File: config.mk
export PLATFORM = sky130hd
export DESIGN_NAME = multi_slot_vector_store_flat
export DESIGN_NICKNAME = d
export VERILOG_FILES = /design/src/sv/msvs_pkg.sv /design/src/sv/msvs_if.sv /design/src/sv/multi_slot_vector_store.sv /design/src/sv/msvs_ram.sv /design/src/sv/msvs_ctrl.sv /design/src/sv/msvs_dp.sv /design/src/flat_wrapper.sv
export SDC_FILE = /design/constraint.sdc
export NUM_CORES = 2
export LEC_CHECK = 0
export BUFFER_PORTS_ARGS = -buffer_cell sky130_fd_sc_hd__buf_4
export CELL_PAD_IN_SITES_DETAIL_PLACEMENT = 0
export CELL_PAD_IN_SITES_GLOBAL_PLACEMENT = 1
export CORE_MARGIN = 1
export CORE_UTILIZATION = 50
export DETAILED_ROUTE_END_ITERATION = 12
export GPL_ROUTABILITY_DRIVEN = 1
export HOLD_SLACK_MARGIN = 0.06
export PLACE_DENSITY = 0.74
export SETUP_SLACK_MARGIN = 0.02
export SLEW_MARGIN = 15
export SYNTH_ARGS = -nofsm -noshare
export SYNTH_HDL_FRONTEND = slang
export SYNTH_MEMORY_MAX_BITS = 65536
export SYNTH_SLANG_ARGS = --single-unit
File: constraint.sdc
create_clock -name clock -period 9.05 [get_ports clock]
set_clock_uncertainty 0.05 [all_clocks]
set_input_delay 1.81 -clock clock [delete_from_list [all_inputs] [get_ports clock]]
set_output_delay 1.81 -clock clock [all_outputs]
set_load 0.03 [all_outputs]
File: src/sv/msvs_pkg.sv
// Shared types, codes and defaults of the multi-slot vector store.
`default_nettype none

package msvs_pkg;

   localparam int SLOTS_DEF   = 8;
   localparam int CAP_MAX_DEF = 16;

   localparam int FUNC_W = 3;
   localparam int SLOT_W = 4;
   localparam int DATA_W = 32;
   localparam int AMT_W  = 8;
   localparam int STAT_W = 4;
   localparam int CNT_W  = 5;

   typedef enum logic [FUNC_W-1:0] {
      FN_CREATE      = 3'd0,
      FN_APPEND      = 3'd1,
      FN_REMOVE_LAST = 3'd2,
      FN_REMOVE_VAL  = 3'd3,
      FN_RESIZE      = 3'd4,
      FN_COUNT       = 3'd5,
      FN_READ        = 3'd6,
      FN_READ_SORTED = 3'd7
   } func_type;

   typedef enum logic [STAT_W-1:0] {
      ST_OK           = 4'd0,
      ST_BAD_SLOT     = 4'd1,
      ST_EXISTS       = 4'd2,
      ST_BAD_SIZE     = 4'd3,
      ST_NO_MEMORY    = 4'd4,
      ST_FULL         = 4'd5,
      ST_NO_LIST      = 4'd6,
      ST_EMPTY        = 4'd7,
      ST_NOT_FOUND    = 4'd8,
      ST_BAD_NEW_SIZE = 4'd9
   } status_type;

   // commands from the controller to the datapath
   typedef struct packed {
      logic       load;
      logic       single;
      logic       rd_en;
      logic       clr_i;
      logic       inc_i;
      logic       clr_k;
      logic       inc_k;
      logic       shift_wr;
      logic       emit;
      logic       emit_elem;
      logic       emit_sorted;
      logic       dec_count;
      logic       sort_clr;
      logic       sort_cmp;
      logic       sort_take;
      status_type emit_st;
   } cmd_type;

   // status from the datapath to the controller
   typedef struct packed {
      func_type func;
      logic     bad_slot;
      logic     present;
      logic     n_zero;
      logic     match;
      logic     i_end;
      logic     k_end;
      logic     out_free;
   } dp_stat_type;

endpackage

`default_nettype wire

File: src/sv/msvs_if.sv
// Request and response channel interfaces of the multi-slot vector store.
`default_nettype none

interface msvs_req_if;
   logic                                 valid;
   logic                                 ready;
   logic [msvs_pkg::FUNC_W-1:0]          func;
   logic [msvs_pkg::SLOT_W-1:0]          slot;
   logic signed [msvs_pkg::DATA_W-1:0]   data_value;
   logic signed [msvs_pkg::AMT_W-1:0]    amount;

   modport source (output valid, func, slot, data_value, amount, input ready);
   modport sink   (input valid, func, slot, data_value, amount, output ready);
endinterface

interface msvs_rsp_if;
   logic                                 valid;
   logic                                 ready;
   logic [msvs_pkg::STAT_W-1:0]          status;
   logic [msvs_pkg::CNT_W-1:0]           count;
   logic signed [msvs_pkg::DATA_W-1:0]   read_value;
   logic                                 value_valid;
   logic                                 last;

   modport source (output valid, status, count, read_value, value_valid, last,
                   input ready);
   modport sink   (input valid, status, count, read_value, value_valid, last,
                   output ready);
endinterface

`default_nettype wire

File: src/sv/multi_slot_vector_store.sv
// Top level of the multi-slot vector store.
`default_nettype none

// SLOTS numbered bounded lists of signed 32-bit words, kept in one element
// RAM of SLOTS*CAP_MAX entries (CAP_MAX entries per list) with a registered
// read port; list presence, capacity and count live in flip-flops cleared by
// reset, so no clearing pass is needed. One request word runs at a time and
// gives one response word, or one per element for a read; no request word is
// taken while reset is high. Create, append, remove last, resize, count, a
// read of an empty list and every error load their response word from the
// decode state once the output register is free. Remove by value reads the
// entries in order until one matches and then moves each later entry down
// one place, so it visits every entry of the list, hit or miss, before its
// response word is loaded. A stored-order read loads one word per entry,
// each from its own address and data states. A sorted read runs a full scan
// of the list for every word it gives, since the single RAM read port is
// what paces every walk. The next request word is taken the cycle after the
// final response word is loaded, so the longest item is a sorted read of a
// full list. The response word sits in an output register; a stalled response
// only holds the walk at the point where the next word would be loaded.
module multi_slot_vector_store #(
   parameter int SLOTS   = msvs_pkg::SLOTS_DEF,
   parameter int CAP_MAX = msvs_pkg::CAP_MAX_DEF
) (
   input wire logic  clock,
   input wire logic  reset,
   msvs_req_if.sink  req_chan,
   msvs_rsp_if.source rsp_chan
);

   msvs_pkg::cmd_type     cmd;
   msvs_pkg::dp_stat_type stat;
   logic                  req_ready;
   logic                  accept;

   // take a request word only while the controller is idle
   assign accept         = req_chan.valid && req_ready;
   assign req_chan.ready = req_ready;

   msvs_ctrl u_ctrl (
      .clock     (clock),
      .reset     (reset),
      .accept    (accept),
      .stat      (stat),
      .cmd       (cmd),
      .req_ready (req_ready)
   );

   // hold tables, RAM and the response register in the datapath
   msvs_dp #(
      .SLOTS   (SLOTS),
      .CAP_MAX (CAP_MAX)
   ) u_dp (
      .clock           (clock),
      .reset           (reset),
      .cmd             (cmd),
      .stat            (stat),
      .in_func         (req_chan.func),
      .in_slot         (req_chan.slot),
      .in_data_value   (req_chan.data_value),
      .in_amount       (req_chan.amount),
      .out_valid       (rsp_chan.valid),
      .out_ready       (rsp_chan.ready),
      .out_status      (rsp_chan.status),
      .out_count       (rsp_chan.count),
      .out_read_value  (rsp_chan.read_value),
      .out_value_valid (rsp_chan.value_valid),
      .out_last        (rsp_chan.last)
   );

`ifndef ASSERT_OFF
   // a request word is never taken back to back
   a_one_at_a_time: assert property (@(posedge clock) disable iff (reset)
      accept |=> !req_chan.ready)
      else $error("request taken while an operation is running");

   a_count_bound: assert property (@(posedge clock) disable iff (reset)
      rsp_chan.valid |-> (int'(rsp_chan.count) <= CAP_MAX))
      else $error("response count above list capacity");

   a_element_ok: assert property (@(posedge clock) disable iff (reset)
      (rsp_chan.valid && rsp_chan.value_valid) |->
         (rsp_chan.status == msvs_pkg::ST_OK))
      else $error("element word with error status");

   a_bad_slot_zero: assert property (@(posedge clock) disable iff (reset)
      (rsp_chan.valid && rsp_chan.status == msvs_pkg::ST_BAD_SLOT) |->
         (rsp_chan.count == '0 && rsp_chan.last))
      else $error("bad slot response malformed");
`endif

endmodule

`default_nettype wire

File: src/sv/msvs_ram.sv
// Generic single-write, single-read RAM with registered read data.
`default_nettype none

module msvs_ram #(
   parameter int WIDTH = 32,
   parameter int DEPTH = 128,
   localparam int AW = (DEPTH > 1) ? $clog2(DEPTH) : 1
) (
   input  wire logic             clock,
   input  wire logic             we,
   input  wire logic [AW-1:0]    waddr,
   input  wire logic [WIDTH-1:0] wdata,
   input  wire logic             re,
   input  wire logic [AW-1:0]    raddr,
   output logic      [WIDTH-1:0] rdata
);

   logic [WIDTH-1:0] mem_ff [DEPTH];
   logic [WIDTH-1:0] rdata_ff;

   always_ff @(posedge clock) begin
      if (we) begin
         mem_ff[waddr] <= wdata;
      end
      if (re) begin
         rdata_ff <= mem_ff[raddr];
      end
   end

   assign rdata = rdata_ff;

endmodule

`default_nettype wire

File: src/sv/msvs_ctrl.sv
// Controller state machine of the multi-slot vector store.
`default_nettype none

module msvs_ctrl (
   input  wire logic                  clock,
   input  wire logic                  reset,
   input  wire logic                  accept,
   input  wire msvs_pkg::dp_stat_type stat,
   output msvs_pkg::cmd_type          cmd,
   output logic                       req_ready
);

   typedef enum logic [3:0] {
      S_IDLE,
      S_DECODE,
      S_RV_ADDR,
      S_RV_DATA,
      S_SH_ADDR,
      S_SH_DATA,
      S_RV_DONE,
      S_RV_MISS,
      S_RD_ADDR,
      S_RD_DATA,
      S_SO_ADDR,
      S_SO_DATA,
      S_SO_EMIT
   } state_type;

   state_type state_ff, state_in;
   logic      multi;

   // walks only when the list exists and holds entries
   assign multi = !stat.bad_slot && stat.present && !stat.n_zero &&
                  (stat.func == msvs_pkg::FN_REMOVE_VAL ||
                   stat.func == msvs_pkg::FN_READ ||
                   stat.func == msvs_pkg::FN_READ_SORTED);

   // hold off requests while reset is applied
   assign req_ready = (state_ff == S_IDLE) && !reset;

   always_comb begin
      cmd      = '0;
      cmd.emit_st = msvs_pkg::ST_OK;
      state_in = state_ff;
      case (state_ff)
         S_IDLE: begin
            if (accept) begin
               cmd.load = 1'b1;
               state_in = S_DECODE;
            end
         end
         S_DECODE: begin
            if (!multi) begin
               if (stat.out_free) begin
                  cmd.single = 1'b1;
                  state_in   = S_IDLE;
               end
            end else begin
               cmd.clr_i    = 1'b1;
               cmd.clr_k    = 1'b1;
               cmd.sort_clr = 1'b1;
               case (stat.func)
                  msvs_pkg::FN_REMOVE_VAL: state_in = S_RV_ADDR;
                  msvs_pkg::FN_READ:       state_in = S_RD_ADDR;
                  default:                 state_in = S_SO_ADDR;
               endcase
            end
         end
         S_RV_ADDR: begin
            cmd.rd_en = 1'b1;
            state_in  = S_RV_DATA;
         end
         S_RV_DATA: begin
            if (stat.match) begin
               if (stat.i_end) begin
                  state_in = S_RV_DONE;
               end else begin
                  cmd.inc_i = 1'b1;
                  state_in  = S_SH_ADDR;
               end
            end else if (stat.i_end) begin
               state_in = S_RV_MISS;
            end else begin
               cmd.inc_i = 1'b1;
               state_in  = S_RV_ADDR;
            end
         end
         S_SH_ADDR: begin
            cmd.rd_en = 1'b1;
            state_in  = S_SH_DATA;
         end
         S_SH_DATA: begin
            cmd.shift_wr = 1'b1;
            if (stat.i_end) begin
               state_in = S_RV_DONE;
            end else begin
               cmd.inc_i = 1'b1;
               state_in  = S_SH_ADDR;
            end
         end
         S_RV_DONE: begin
            if (stat.out_free) begin
               cmd.emit      = 1'b1;
               cmd.dec_count = 1'b1;
               cmd.emit_st   = msvs_pkg::ST_OK;
               state_in      = S_IDLE;
            end
         end
         S_RV_MISS: begin
            if (stat.out_free) begin
               cmd.emit    = 1'b1;
               cmd.emit_st = msvs_pkg::ST_NOT_FOUND;
               state_in    = S_IDLE;
            end
         end
         S_RD_ADDR: begin
            cmd.rd_en = 1'b1;
            state_in  = S_RD_DATA;
         end
         S_RD_DATA: begin
            if (stat.out_free) begin
               cmd.emit      = 1'b1;
               cmd.emit_elem = 1'b1;
               if (stat.i_end) begin
                  state_in = S_IDLE;
               end else begin
                  cmd.inc_i = 1'b1;
                  state_in  = S_RD_ADDR;
               end
            end
         end
         S_SO_ADDR: begin
            cmd.rd_en = 1'b1;
            state_in  = S_SO_DATA;
         end
         S_SO_DATA: begin
            cmd.sort_cmp = 1'b1;
            if (stat.i_end) begin
               state_in = S_SO_EMIT;
            end else begin
               cmd.inc_i = 1'b1;
               state_in  = S_SO_ADDR;
            end
         end
         S_SO_EMIT: begin
            if (stat.out_free) begin
               cmd.emit        = 1'b1;
               cmd.emit_sorted = 1'b1;
               cmd.sort_take   = 1'b1;
               cmd.clr_i       = 1'b1;
               cmd.inc_k       = 1'b1;
               state_in        = stat.k_end ? S_IDLE : S_SO_ADDR;
            end
         end
         default: state_in = S_IDLE;
      endcase
   end

   always_ff @(posedge clock) begin
      if (reset) begin
         state_ff <= S_IDLE;
      end else begin
         state_ff <= state_in;
      end
   end

endmodule

`default_nettype wire

File: src/sv/msvs_dp.sv
// Datapath of the multi-slot vector store: list tables, element RAM, output word.
`default_nettype none

module msvs_dp #(
   parameter int SLOTS   = msvs_pkg::SLOTS_DEF,
   parameter int CAP_MAX = msvs_pkg::CAP_MAX_DEF
) (
   input  wire logic                                clock,
   input  wire logic                                reset,
   input  wire msvs_pkg::cmd_type                   cmd,
   output msvs_pkg::dp_stat_type                    stat,
   input  wire logic [msvs_pkg::FUNC_W-1:0]         in_func,
   input  wire logic [msvs_pkg::SLOT_W-1:0]         in_slot,
   input  wire logic signed [msvs_pkg::DATA_W-1:0]  in_data_value,
   input  wire logic signed [msvs_pkg::AMT_W-1:0]   in_amount,
   output logic                                     out_valid,
   input  wire logic                                out_ready,
   output logic [msvs_pkg::STAT_W-1:0]              out_status,
   output logic [msvs_pkg::CNT_W-1:0]               out_count,
   output logic signed [msvs_pkg::DATA_W-1:0]       out_read_value,
   output logic                                     out_value_valid,
   output logic                                     out_last
);

   localparam int SW    = (SLOTS > 1) ? $clog2(SLOTS) : 1;
   localparam int CW    = $clog2(CAP_MAX + 1);
   localparam int DEPTH = SLOTS * CAP_MAX;
   localparam int AW    = (DEPTH > 1) ? $clog2(DEPTH) : 1;
   localparam int DW    = msvs_pkg::DATA_W;

   msvs_pkg::func_type              func_ff;
   logic [msvs_pkg::SLOT_W-1:0]     slot_ff;
   logic [DW-1:0]                   val_ff;
   logic [msvs_pkg::AMT_W-1:0]      amt_ff;

   logic                            present_ff [SLOTS];
   logic [CW-1:0]                   cap_ff     [SLOTS];
   logic [CW-1:0]                   cnt_ff     [SLOTS];

   logic [CW-1:0]                   i_ff, k_ff;
   logic                            have_prev_ff, best_found_ff;
   logic [DW-1:0]                   prev_val_ff, best_val_ff;
   logic [CW-1:0]                   prev_idx_ff, best_idx_ff;

   logic                            out_valid_ff;
   logic [msvs_pkg::STAT_W-1:0]     out_status_ff;
   logic [CW-1:0]                   out_count_ff;
   logic [DW-1:0]                   out_value_ff;
   logic                            out_vv_ff;
   logic                            out_last_ff;

   logic                            bad;
   logic [SW-1:0]                   sidx;
   logic                            present;
   logic [CW-1:0]                   n, cap, n_dec;
   logic [AW-1:0]                   base;
   logic [DW-1:0]                   rdata;
   logic                            out_free;
   logic                            i_end, k_end;

   logic                            amt_lt1, amt_gt;
   logic signed [9:0]               newcap;
   logic                            nc_lt1, nc_gt;
   logic [CW-1:0]                   newcap_c, clamp;

   msvs_pkg::status_type            s_st;
   logic [CW-1:0]                   s_cnt;
   logic                            do_create, do_append, do_rmlast, do_resize;

   logic                            ram_we, ram_re;
   logic [AW-1:0]                   ram_waddr, ram_raddr;
   logic [DW-1:0]                   ram_wdata;

   logic                            qualify, better;
   logic                            load_out;
   logic [msvs_pkg::STAT_W-1:0]     o_st;
   logic [CW-1:0]                   o_cnt;
   logic [DW-1:0]                   o_val;
   logic                            o_vv, o_last;

   // slot decode and table lookup
   assign bad     = (slot_ff == '0) || ({1'b0, slot_ff} > 5'(SLOTS));
   assign sidx    = bad ? '0 : SW'(slot_ff - 4'd1);
   assign present = present_ff[sidx];
   assign n       = cnt_ff[sidx];
   assign cap     = cap_ff[sidx];
   assign n_dec   = n - CW'(1);
   assign base    = AW'(int'(sidx) * CAP_MAX);
   assign i_end   = (i_ff == n_dec);
   assign k_end   = (k_ff == n_dec);
   assign out_free = !out_valid_ff || out_ready;

   assign stat.func     = func_ff;
   assign stat.bad_slot = bad;
   assign stat.present  = present;
   assign stat.n_zero   = (n == '0);
   assign stat.match    = (rdata == val_ff);
   assign stat.i_end    = i_end;
   assign stat.k_end    = k_end;
   assign stat.out_free = out_free;

   // size checks for create and resize
   assign amt_lt1  = $signed(amt_ff) < 8'sd1;
   assign amt_gt   = $signed(amt_ff) > $signed(8'(CAP_MAX));
   assign newcap   = $signed({{(10-CW){1'b0}}, cap}) + $signed({{2{amt_ff[7]}}, amt_ff});
   assign nc_lt1   = newcap < 10'sd1;
   assign nc_gt    = newcap > $signed(10'(CAP_MAX));
   assign newcap_c = CW'(newcap);
   assign clamp    = (n > newcap_c) ? newcap_c : n;

   // one-word operations
   always_comb begin
      s_st      = msvs_pkg::ST_OK;
      s_cnt     = n;
      do_create = 1'b0;
      do_append = 1'b0;
      do_rmlast = 1'b0;
      do_resize = 1'b0;
      if (bad) begin
         s_st  = msvs_pkg::ST_BAD_SLOT;
         s_cnt = '0;
      end else if (func_ff == msvs_pkg::FN_CREATE) begin
         if (present) begin
            s_st = msvs_pkg::ST_EXISTS;
         end else if (amt_lt1) begin
            s_st = msvs_pkg::ST_BAD_SIZE;
         end else if (amt_gt) begin
            s_st = msvs_pkg::ST_NO_MEMORY;
         end else begin
            do_create = 1'b1;
            s_cnt     = '0;
         end
      end else if (!present) begin
         s_st = msvs_pkg::ST_NO_LIST;
      end else begin
         case (func_ff)
            msvs_pkg::FN_APPEND: begin
               if (n < cap) begin
                  do_append = 1'b1;
                  s_cnt     = n + CW'(1);
               end else begin
                  s_st = msvs_pkg::ST_FULL;
               end
            end
            msvs_pkg::FN_REMOVE_LAST: begin
               if (n == '0) begin
                  s_st = msvs_pkg::ST_EMPTY;
               end else begin
                  do_rmlast = 1'b1;
                  s_cnt     = n_dec;
               end
            end
            msvs_pkg::FN_REMOVE_VAL: s_st = msvs_pkg::ST_EMPTY;
            msvs_pkg::FN_RESIZE: begin
               if (nc_lt1) begin
                  s_st = msvs_pkg::ST_BAD_NEW_SIZE;
               end else if (nc_gt) begin
                  s_st = msvs_pkg::ST_NO_MEMORY;
               end else begin
                  do_resize = 1'b1;
                  s_cnt     = clamp;
               end
            end
            msvs_pkg::FN_COUNT: begin
               if (n == '0) begin
                  s_st = msvs_pkg::ST_EMPTY;
               end
            end
            default: s_st = msvs_pkg::ST_OK;
         endcase
      end
   end

   // element RAM ports
   assign ram_we    = (cmd.single && do_append) || cmd.shift_wr;
   assign ram_waddr = cmd.shift_wr ? (base + AW'(i_ff) - AW'(1)) : (base + AW'(n));
   assign ram_wdata = cmd.shift_wr ? rdata : val_ff;
   assign ram_re    = cmd.rd_en;
   assign ram_raddr = base + AW'(i_ff);

   msvs_ram #(
      .WIDTH (DW),
      .DEPTH (DEPTH)
   ) u_ram (
      .clock (clock),
      .we    (ram_we),
      .waddr (ram_waddr),
      .wdata (ram_wdata),
      .re    (ram_re),
      .raddr (ram_raddr),
      .rdata (rdata)
   );

   // next smallest word above the last one taken; ties go by position
   assign qualify = !have_prev_ff || ($signed(rdata) > $signed(prev_val_ff)) ||
                    ((rdata == prev_val_ff) && (i_ff > prev_idx_ff));
   assign better  = !best_found_ff || ($signed(rdata) < $signed(best_val_ff));

   // output word selection
   assign load_out = cmd.single || cmd.emit;
   assign o_st     = cmd.single ? s_st : cmd.emit_st;
   assign o_cnt    = cmd.single ? s_cnt : (cmd.dec_count ? n_dec : n);
   assign o_vv     = !cmd.single && (cmd.emit_elem || cmd.emit_sorted);
   assign o_val    = cmd.single      ? '0 :
                     cmd.emit_elem   ? rdata :
                     cmd.emit_sorted ? best_val_ff : '0;
   assign o_last   = cmd.single      ? 1'b1 :
                     cmd.emit_elem   ? i_end :
                     cmd.emit_sorted ? k_end : 1'b1;

   always_ff @(posedge clock) begin
      if (cmd.load) begin
         func_ff <= msvs_pkg::func_type'(in_func);
         slot_ff <= in_slot;
         val_ff  <= in_data_value;
         amt_ff  <= in_amount;
      end
      if (cmd.clr_i) begin
         i_ff <= '0;
      end else if (cmd.inc_i) begin
         i_ff <= i_ff + CW'(1);
      end
      if (cmd.clr_k) begin
         k_ff <= '0;
      end else if (cmd.inc_k) begin
         k_ff <= k_ff + CW'(1);
      end
      if (cmd.sort_cmp && qualify && better) begin
         best_val_ff <= rdata;
         best_idx_ff <= i_ff;
      end
      if (cmd.sort_take) begin
         prev_val_ff <= best_val_ff;
         prev_idx_ff <= best_idx_ff;
      end
      if (load_out) begin
         out_status_ff <= o_st;
         out_count_ff  <= o_cnt;
         out_value_ff  <= o_val;
         out_vv_ff     <= o_vv;
         out_last_ff   <= o_last;
      end
   end

   always_ff @(posedge clock) begin
      if (reset) begin
         for (int s = 0; s < SLOTS; s++) begin
            present_ff[s] <= 1'b0;
            cap_ff[s]     <= '0;
            cnt_ff[s]     <= '0;
         end
         have_prev_ff  <= 1'b0;
         best_found_ff <= 1'b0;
         out_valid_ff  <= 1'b0;
      end else begin
         if (cmd.single && do_create) begin
            present_ff[sidx] <= 1'b1;
            cap_ff[sidx]     <= CW'(amt_ff);
            cnt_ff[sidx]     <= '0;
         end
         if (cmd.single && do_append) begin
            cnt_ff[sidx] <= n + CW'(1);
         end
         if (cmd.single && do_rmlast) begin
            cnt_ff[sidx] <= n_dec;
         end
         if (cmd.single && do_resize) begin
            cap_ff[sidx] <= newcap_c;
            cnt_ff[sidx] <= clamp;
         end
         if (cmd.emit && cmd.dec_count) begin
            cnt_ff[sidx] <= n_dec;
         end
         if (cmd.sort_clr) begin
            have_prev_ff  <= 1'b0;
            best_found_ff <= 1'b0;
         end else if (cmd.sort_take) begin
            have_prev_ff  <= 1'b1;
            best_found_ff <= 1'b0;
         end else if (cmd.sort_cmp && qualify && better) begin
            best_found_ff <= 1'b1;
         end
         if (load_out) begin
            out_valid_ff <= 1'b1;
         end else if (out_ready) begin
            out_valid_ff <= 1'b0;
         end
      end
   end

   assign out_valid       = out_valid_ff;
   assign out_status      = out_status_ff;
   assign out_count       = msvs_pkg::CNT_W'(out_count_ff);
   assign out_read_value  = out_value_ff;
   assign out_value_valid = out_vv_ff;
   assign out_last        = out_last_ff;

endmodule

`default_nettype wire
File: src/flat_wrapper.sv
// flat-port wrapper written by rule: the top's interface ports become plain ports
module multi_slot_vector_store_flat 
#(
   parameter int SLOTS   = msvs_pkg::SLOTS_DEF,
   parameter int CAP_MAX = msvs_pkg::CAP_MAX_DEF
)
  (clock, reset, req_chan_valid, req_chan_func, req_chan_slot, req_chan_data_value, req_chan_amount, req_chan_ready, rsp_chan_valid, rsp_chan_status, rsp_chan_count, rsp_chan_read_value, rsp_chan_value_valid, rsp_chan_last, rsp_chan_ready);
  msvs_req_if req_chan_i ();
  msvs_rsp_if rsp_chan_i ();
  input wire logic clock;
  input wire logic reset;
  input wire logic [$bits(req_chan_i.valid)-1:0] req_chan_valid;
  input wire logic [$bits(req_chan_i.func)-1:0] req_chan_func;
  input wire logic [$bits(req_chan_i.slot)-1:0] req_chan_slot;
  input wire logic [$bits(req_chan_i.data_value)-1:0] req_chan_data_value;
  input wire logic [$bits(req_chan_i.amount)-1:0] req_chan_amount;
  output wire logic [$bits(req_chan_i.ready)-1:0] req_chan_ready;
  output wire logic [$bits(rsp_chan_i.valid)-1:0] rsp_chan_valid;
  output wire logic [$bits(rsp_chan_i.status)-1:0] rsp_chan_status;
  output wire logic [$bits(rsp_chan_i.count)-1:0] rsp_chan_count;
  output wire logic [$bits(rsp_chan_i.read_value)-1:0] rsp_chan_read_value;
  output wire logic [$bits(rsp_chan_i.value_valid)-1:0] rsp_chan_value_valid;
  output wire logic [$bits(rsp_chan_i.last)-1:0] rsp_chan_last;
  input wire logic [$bits(rsp_chan_i.ready)-1:0] rsp_chan_ready;
  assign req_chan_i.valid = req_chan_valid;
  assign req_chan_i.func = req_chan_func;
  assign req_chan_i.slot = req_chan_slot;
  assign req_chan_i.data_value = req_chan_data_value;
  assign req_chan_i.amount = req_chan_amount;
  assign req_chan_ready = req_chan_i.ready;
  assign rsp_chan_valid = rsp_chan_i.valid;
  assign rsp_chan_status = rsp_chan_i.status;
  assign rsp_chan_count = rsp_chan_i.count;
  assign rsp_chan_read_value = rsp_chan_i.read_value;
  assign rsp_chan_value_valid = rsp_chan_i.value_valid;
  assign rsp_chan_last = rsp_chan_i.last;
  assign rsp_chan_i.ready = rsp_chan_ready;
  multi_slot_vector_store #(.SLOTS(SLOTS), .CAP_MAX(CAP_MAX)) u_core (.clock(clock), .reset(reset), .req_chan(req_chan_i), .rsp_chan(rsp_chan_i));
endmodule
* Word level (Yosys, flattened, before mapping)
Memory sizes are Yosys's and may differ from the RTL's. A register that Yosys moved wholly into a read port is not among the register bits.
Cells that the tools add are included.
** Storage, ports and cells
- Flip-flop bits (word level) :: 181
- Memory bits (writable) :: 4184
- Output and inout port bits :: 45
- Word-level logic and storage cells :: 243
- Memories kept :: 4
** Operators by class
- Add/sub/neg operators :: 9
- Magnitude comparators :: 10
- Equal/unequal tests :: 26
- Multiplexer cells :: 123
- Bitwise gates (word level) :: 5
- Reduce and logical (&&, ||, !) cells :: 47
** Memory list
- u_core.u_dp.u_ram.mem_ff :: depth 128, bits a word 32, rd ports 1, clocked after Yosys merged registers in 1, write ports 1, RTL line msvs_ram.sv:18 : logic [WIDTH-1:0] mem_ff [DEPTH];
- u_core.u_dp.cap_ff :: depth 8, bits a word 5, rd ports 1, clocked after Yosys merged registers in 0, write ports 8, RTL line msvs_dp.sv:37 : logic [CW-1:0] cap_ff [SLOTS];
- u_core.u_dp.cnt_ff :: depth 8, bits a word 5, rd ports 1, clocked after Yosys merged registers in 0, write ports 8, RTL line msvs_dp.sv:38 : logic [CW-1:0] cnt_ff [SLOTS];
- u_core.u_dp.present_ff :: depth 8, bits a word 1, rd ports 1, clocked after Yosys merged registers in 0, write ports 8, RTL line msvs_dp.sv:36 : logic present_ff [SLOTS];
** Operator list (count)
- 5-bit 2-to-1 mux :: 20
- 32-bit 2-to-1 mux :: 3
- 32-bit equality test :: 2
- 1-bit 2-to-1 mux :: 63
- 4-bit 2-to-1 mux :: 15
- 4-bit case mux with 12 select lines :: 1
- 3-bit 2-to-1 mux :: 12
- 32-bit > comparator :: 1
- 32-bit less-than comparator :: 1
- 4-bit equality test, second input constant :: 5
- 4-bit by 3-bit equality test with 1-bit output, second input constant :: 4
- 4-bit case mux with 4 select lines :: 1
- 5-bit by 1-bit adder with 5-bit output, second input constant :: 3
- 5-bit case mux with 3 select lines :: 1
- 7-bit by 5-bit adder with 7-bit output :: 2
- 1-bit logical AND :: 14
- 3-bit equality test, second input constant :: 4
- 5-bit equality test :: 2
- 5-bit > comparator :: 2
- 1-bit logical OR :: 10
- 5-bit OR reduction :: 2
- 6-bit by 8-bit adder with 9-bit output :: 1
- 9-bit by 6-bit > comparator with 1-bit output, second input constant :: 1
- 9-bit by 2-bit less-than comparator with 1-bit output, second input constant :: 1
- 28 further kinds :: 49

* Depth between registers and ports, before layout
An unclocked memory read counts as a cell.
- Depth after elaboration :: 20
- Gate-level depth with buffers :: 24

* By module
From an unflattened synthesis, not the netlist that was laid out.
** Unflattened totals
- Cell total of the unflattened synthesis :: 7396
- Area, all modules :: 171843.6 um2
** Modules (own cells, without submodules)
- msvs_ram :: times used 1, cells an instance 5990, area an instance 156596.4 um2, sequential area each 123958.9 um2
- msvs_dp :: times used 1, cells an instance 1310, area an instance 14585.2 um2, sequential area each 7747.4 um2
- msvs_ctrl :: times used 1, cells an instance 95, area an instance 655.6 um2, sequential area each 80.1 um2
- multi_slot_vector_store :: times used 1, cells an instance 1, area an instance 6.3 um2, sequential area each 0.0 um2

* Worst setup path after synthesis
Ideal clock, no wire load.
- Path type :: reg2reg
- From :: reg u_core.u_ctrl.state_ff[3]
- To :: mem u_core.u_dp.u_ram.mem_ff[0][0] (data pin)
- Setup time :: 1.198 ns
- Arrival :: 6.076 ns
- Required time :: 7.802 ns
- Path slack :: 1.725 ns
- Cell stages (with the launch flop) :: 6
- Path buffers :: 2
- Clock period less this slack :: 7.325 ns
- Cell sequence :: dfxtp_1 clkbuf_1 nor2_1 nand3_1 buf_1 o21ai_0
** Between the ends
- Longest elaborated chain between the ends :: 3
** RTL lines
- start: declaration :: RTL line msvs_ctrl.sv:29 : state_type state_ff, state_in;
- start signal: assignment :: RTL line msvs_ctrl.sv:163 : state_ff <= state_in;
- 4-bit by 3-bit equality test with 1-bit output :: RTL line msvs_ctrl.sv:45 : case (state_ff)
- 1-bit 2-to-1 mux :: RTL line msvs_ctrl.sv:45
- 32-bit 2-to-1 mux :: RTL line msvs_dp.sv:177 : assign ram_wdata = cmd.shift_wr ? rdata : val_ff;
- net u_core.u_dp.ram_wdata[0] :: RTL line msvs_dp.sv:72 : logic [DW-1:0] ram_wdata;
- end: declaration :: RTL line msvs_ram.sv:18
The timed path passes the listed nets, and every way through them passes these cells.

* Worst setup path after layout
- From :: reg u_core.u_dp.slot_ff[0] (netlist name)
- To :: mem u_core.u_dp.u_ram.mem_ff[6][17], enable pin
** Between the ends
- Longest elaborated chain between the ends :: 14
** RTL lines
- start: declaration :: RTL line msvs_dp.sv:32 : logic [msvs_pkg::SLOT_W-1:0] slot_ff;
- start signal: assignment :: RTL line msvs_dp.sv:214 : slot_ff <= in_slot;
- 4-bit > comparator or 4-bit zero test (tied branches) :: RTL line msvs_dp.sv:82 : assign bad = (slot_ff == '0) || ({1'b0, slot_ff} > 5'(SLOTS));
- 1-bit logical OR :: RTL line msvs_dp.sv:82
- 3-bit 2-to-1 mux :: RTL line msvs_dp.sv:83 : assign sidx = bad ? '0 : SW'(slot_ff - 4'd1);
- memory read 8 x 5 bit, on equally long branches
- 5-bit less-than comparator or 5-bit zero test (tied branches) :: RTL line msvs_dp.sv:138, msvs_dp.sv:96
- 1-bit 2-to-1 mux or 1-bit zero test (tied branches) :: RTL line msvs_dp.sv:138, msvs_ctrl.sv:33
- 1-bit 2-to-1 mux or 1-bit logical AND (tied branches) :: RTL line msvs_dp.sv:136, msvs_ctrl.sv:33
- 1-bit 2-to-1 mux or 1-bit logical AND (tied branches) :: RTL line msvs_dp.sv:133, msvs_ctrl.sv:33
- 1-bit 2-to-1 mux, on equally long branches :: RTL line msvs_dp.sv:122, msvs_ctrl.sv:53
- 1-bit 2-to-1 mux, on equally long branches :: RTL line msvs_dp.sv:119, msvs_ctrl.sv:45
- 1-bit logical AND :: RTL line msvs_dp.sv:175 : assign ram_we = (cmd.single && do_append) || cmd.shift_wr;
- 1-bit logical OR :: RTL line msvs_dp.sv:175
- 1-bit 2-to-1 mux :: RTL line msvs_ram.sv:22 : if (we) begin
- 1-bit 2-to-1 mux (not written as such) :: RTL line msvs_ram.sv:23 : mem_ff[waddr] <= wdata;
Several ways; a longest one is shown, not always the timed one.

==> results.py <==
metrics = {
    "critical_path": {
        "cp_top_family": "simple AND/OR/NAND/NOR gates",
        "cp_data_required_time_ns": 9.59,
        "cp_slowest_cell": "nor2_4",
        "crit_chain": "clkinv_1 > ha_1 > and2b_1 > o41a_1 > nand2b_1 > o22ai_1 > nor2_2 > inv_2 > ha_1 > a21o_1 > a211oi_1 > nand3_1 > o31ai_4 > nand3_2 > buf_4 > nor2_4",
        "worstSetupPathType": "reg -> reg",
        "worst_ep_arrival_time_ns": 8.13,
        "cp-end-kind": "flop",
        "startpoint_type": "flop",
        "crit_buf_inv": 3,
        "cp_slowest_stage_delay_ns": 1.01,
        "crit_fanout": 32,
        "crit_top_cell": "ha_1",
    },
    "global_routing": {
        "grt_pass1_wl_um": 628000,
        "antenna_found_initial": 36,
        "grt_pass1_vias": 78734,
        "grt_start_max_net_pins": 142,
        "gr-total-overflow": 0,
        "grtUsageTotal_pct": 26.1,
    },
    "die": {
        "die_area_um2": 345000,
        "rows": 214,
        "start_util_pct": 50.4,
        "die_w_um": 587,
        "die_height_um": 587,
        "core_area_um2": 340000,
        "io_pins": 96,
    },
    "place": {
        "placed_area_um2": 179000,
        "portBuffers": 95,
        "dp_hpwl_um": 278000,
        "gp_congestion": 0.911,
    },
    "route": {
        "avgRoutedWirePerCell_um": 35.9,
        "dr.pass1.iters": 5,
        "ant_nets": 0,
        "via_per_inst": 6.50,
        "first_iter_violations": 12364,
        "drc_errors": 0,
        "via_count": 81911,
        "routed_wl_um": 452000,
    },
    "run": {
        "max_cap_violations": 0,
    },
    "final_layout": {
        "stdcell_area_um2": 193000,
        "nets": 7850,
        "area_growth_pct": 12.5,
        "final_common_cell": "edfxtp_1",
        "layout-drive-gt1-share_pct": 30.8,
        "final_cell_mix": "4372 x edfxtp_1, 1344 x mux4_2, 431 x clkbuf_16",
    },
    "clocking": {
        "clk_path_buf_depth": 4,
        "cts_setup_buffers": 0,
        "clock_sink_count": 4397,
        "cts_buffers": 423,
        "cts_max_level": 5,
        "ctsHoldBuffers": 0,
        "post_cts_resized": 0,
        "cts-root-buf": "clkbuf_16",
        "insertion_delay_ns": 0.99,
        "path_clk_slew_ns": 0.07,
        "cts_tree": "yes",
    },
    "timing": {
        "period_needed_ns": 7.60,
        "period_share_pct": 83.9,
        "drv_slew": 0,
        "holdWs_ns": 0.364,
        "final-hold-violation-count": 0,
        "rsz0062_at_grt": "no",
        "slew-limit-headroom_pct": 15.5,
        "setup_viol": 0,
        "clock.fmax_ghz": 0.132,
        "tightest_slew_ns": 1.27,
        "fin_setup_tns_ns": 0,
    },
    "synth": {
        "syn-instance-count": 7367,
        "netlist_area_um2": 171000,
        "syn_area_per_cell_um2": 23.3,
        "yosys_warnings": 0,
        "synthArstFlopShare_pct": 0,
        "synth_edf_count": 4372,
        "synth_cell_types": 83,
        "synth_seq_area_share_pct": 76.9,
        "syn-num-nets": 7514,
        "synth-seq-cells": 4397,
        "synthFlopType": "edfxtp_1",
    },
    "power": {
        "powerDensity_nw_per_um2": 220,
        "peakVddDrop_mv": 0.178,
        "power.leakage_uw": 0.0581,
    },
    "worst_hold_path": {
        "hold_class": "reg -> reg",
    },
    "run_status": {
        "status": "completed",
    },
}
-- cells by family (layout without fill, tap and decap cells) --
family | after synthesis | in the layout | share of synthesized area, %
flip-flops | 4397 | 4397 | 76.9
multiplexers | 1415 | 1415 | 18.1
AND/OR/NAND/NOR | 645 | 645 | 1.68
buffers and inverters | 475 | 1160 | 1.06
AO/OA/AOI/OAI | 267 | 267 | 1.14
adder cells (fa/ha/maj) | 96 | 96 | 0.705
XOR/XNOR | 72 | 72 | 0.408
other | 0 | 14 | 0
-- flip-flops by register name, indices dropped and copies added, names as in the netlist, 8 cells and up --
| name | cells |
|---|---|
| u_core.u_dp.cap_ff | 40 |
| u_core.u_dp.val_ff | 32 |
| u_core.u_dp.best_val_ff | 32 |
| u_core.u_dp.cnt_ff | 40 |
| u_core.u_dp.u_ram.rdata | 32 |
| u_core.u_dp.prev_val_ff | 32 |
| u_core.u_dp.present_ff | 8 |
| u_core.u_dp.u_ram.mem_ff | 4096 |
| u_core.u_dp.out_read_value | 32 |
| u_core.u_dp.amt_ff | 8 |
-- cell type report --
type	instances	area, um^2
inverters	113	424
fillers	24181	148000
clock buffers	504	11100
multi-input cells	2495	39100
well taps	4536	5680
clock inverters	270	2470
diodes	14	35.0
flip-flops and latches	4397	132000
repair buffers	273	2240
-- per-layer routing --
metal	share of wire, %	global-route usage [%]
met1	40	39.6
met2	45	37.8
met3	12	6.09
met4	3.4	8.11
met5	0.0049	0
-- worst register-to-register path, stage by stage (launching register included) --
cell	delay [ns]
edfxtp_1	0.35
clkinv_1	0.27
ha_1	0.33
and2b_1	0.24
o41a_1	0.52
nand2b_1	0.50
o22ai_1	0.21
nor2_2	0.40
inv_2	0.22
ha_1	0.34
a21o_1	0.19
a211oi_1	0.40
nand3_1	0.55
o31ai_4	0.99
nand3_2	0.17
buf_4	0.46
nor2_4	1.02
-- where the power goes --
part,internal [uW],total [uW],switching (uW)
registers,22400,22400,31.6
logic,976,2610,1630
clock network,9810,17400,7570
-- worst paths after layout --
kind                                         from                                   endpoint  slack (ns)  depth (start not counted)
max              u_core.u_dp.slot_ff[0]$_DFFE_PP_  u_core.u_dp.u_ram.mem_ff[6][17]$_DFFE_PP_        1.45                         16
min          u_core.u_dp.best_idx_ff[1]$_DFFE_PP_       u_core.u_dp.prev_idx_ff[1]$_DFFE_PP_        0.36                          0
max reg2reg      u_core.u_dp.slot_ff[0]$_DFFE_PP_  u_core.u_dp.u_ram.mem_ff[6][17]$_DFFE_PP_        1.45                         16
min reg2reg  u_core.u_dp.best_idx_ff[1]$_DFFE_PP_       u_core.u_dp.prev_idx_ff[1]$_DFFE_PP_        0.36                          0
-- synthesized netlist by cell type, types with 5 or more instances --
| library cell | count | share of area, % |
|---|---|---|
| a21o_1 | 27 | 0.12 |
| o22ai_1 | 19 | 0.069 |
| mux2i_1 | 32 | 0.19 |
| nand4_1 | 28 | 0.10 |
| a31oi_1 | 9 | 0.033 |
| nand3b_1 | 7 | 0.031 |
| ha_1 | 95 | 0.69 |
| nor3_1 | 22 | 0.064 |
| nand2b_1 | 30 | 0.11 |
| o211ai_1 | 8 | 0.035 |
| xnor2_1 | 58 | 0.30 |
| xnor3_1 | 5 | 0.066 |
| o21a_1 | 12 | 0.053 |
| o2bb2ai_1 | 5 | 0.026 |
| mux2_2 | 39 | 0.26 |
| o32ai_1 | 13 | 0.066 |
| buf_2 | 11 | 0.032 |
| buf_1 | 102 | 0.22 |
| or2_2 | 6 | 0.022 |
| mux4_2 | 1344 | 18 |
| edfxtp_1 | 4372 | 77 |
| nor2b_1 | 18 | 0.066 |
| o21ai_0 | 46 | 0.13 |
| inv_1 | 108 | 0.24 |
| a21oi_1 | 41 | 0.12 |
| xor2_1 | 9 | 0.046 |
| buf_4 | 6 | 0.026 |
| and2_1 | 5 | 0.018 |
| nand2_1 | 184 | 0.40 |
| nand3_1 | 28 | 0.082 |
| or3_1 | 6 | 0.022 |
| dfxtp_1 | 25 | 0.29 |
| clkbuf_1 | 242 | 0.53 |
| nor2_1 | 280 | 0.61 |
| nor4_1 | 10 | 0.037 |
| a22o_1 | 34 | 0.17 |
| a211oi_1 | 6 | 0.026 |
| and3_1 | 5 | 0.018 |
-- stage by stage --
step                total power [uW]  instances  setup WS [ns]  util [%]
floorplan                      24400       7367           1.73         -
global placement               25400      11814           1.78      52.7
detailed placement             25400      11814           1.67      52.7
CTS                            42600      12588           1.64      56.6
global route                   43400      12590           1.11      56.6
finish                         42400      12602           1.45      56.7
No activity file was read; power rests on OpenSTA's default activity.
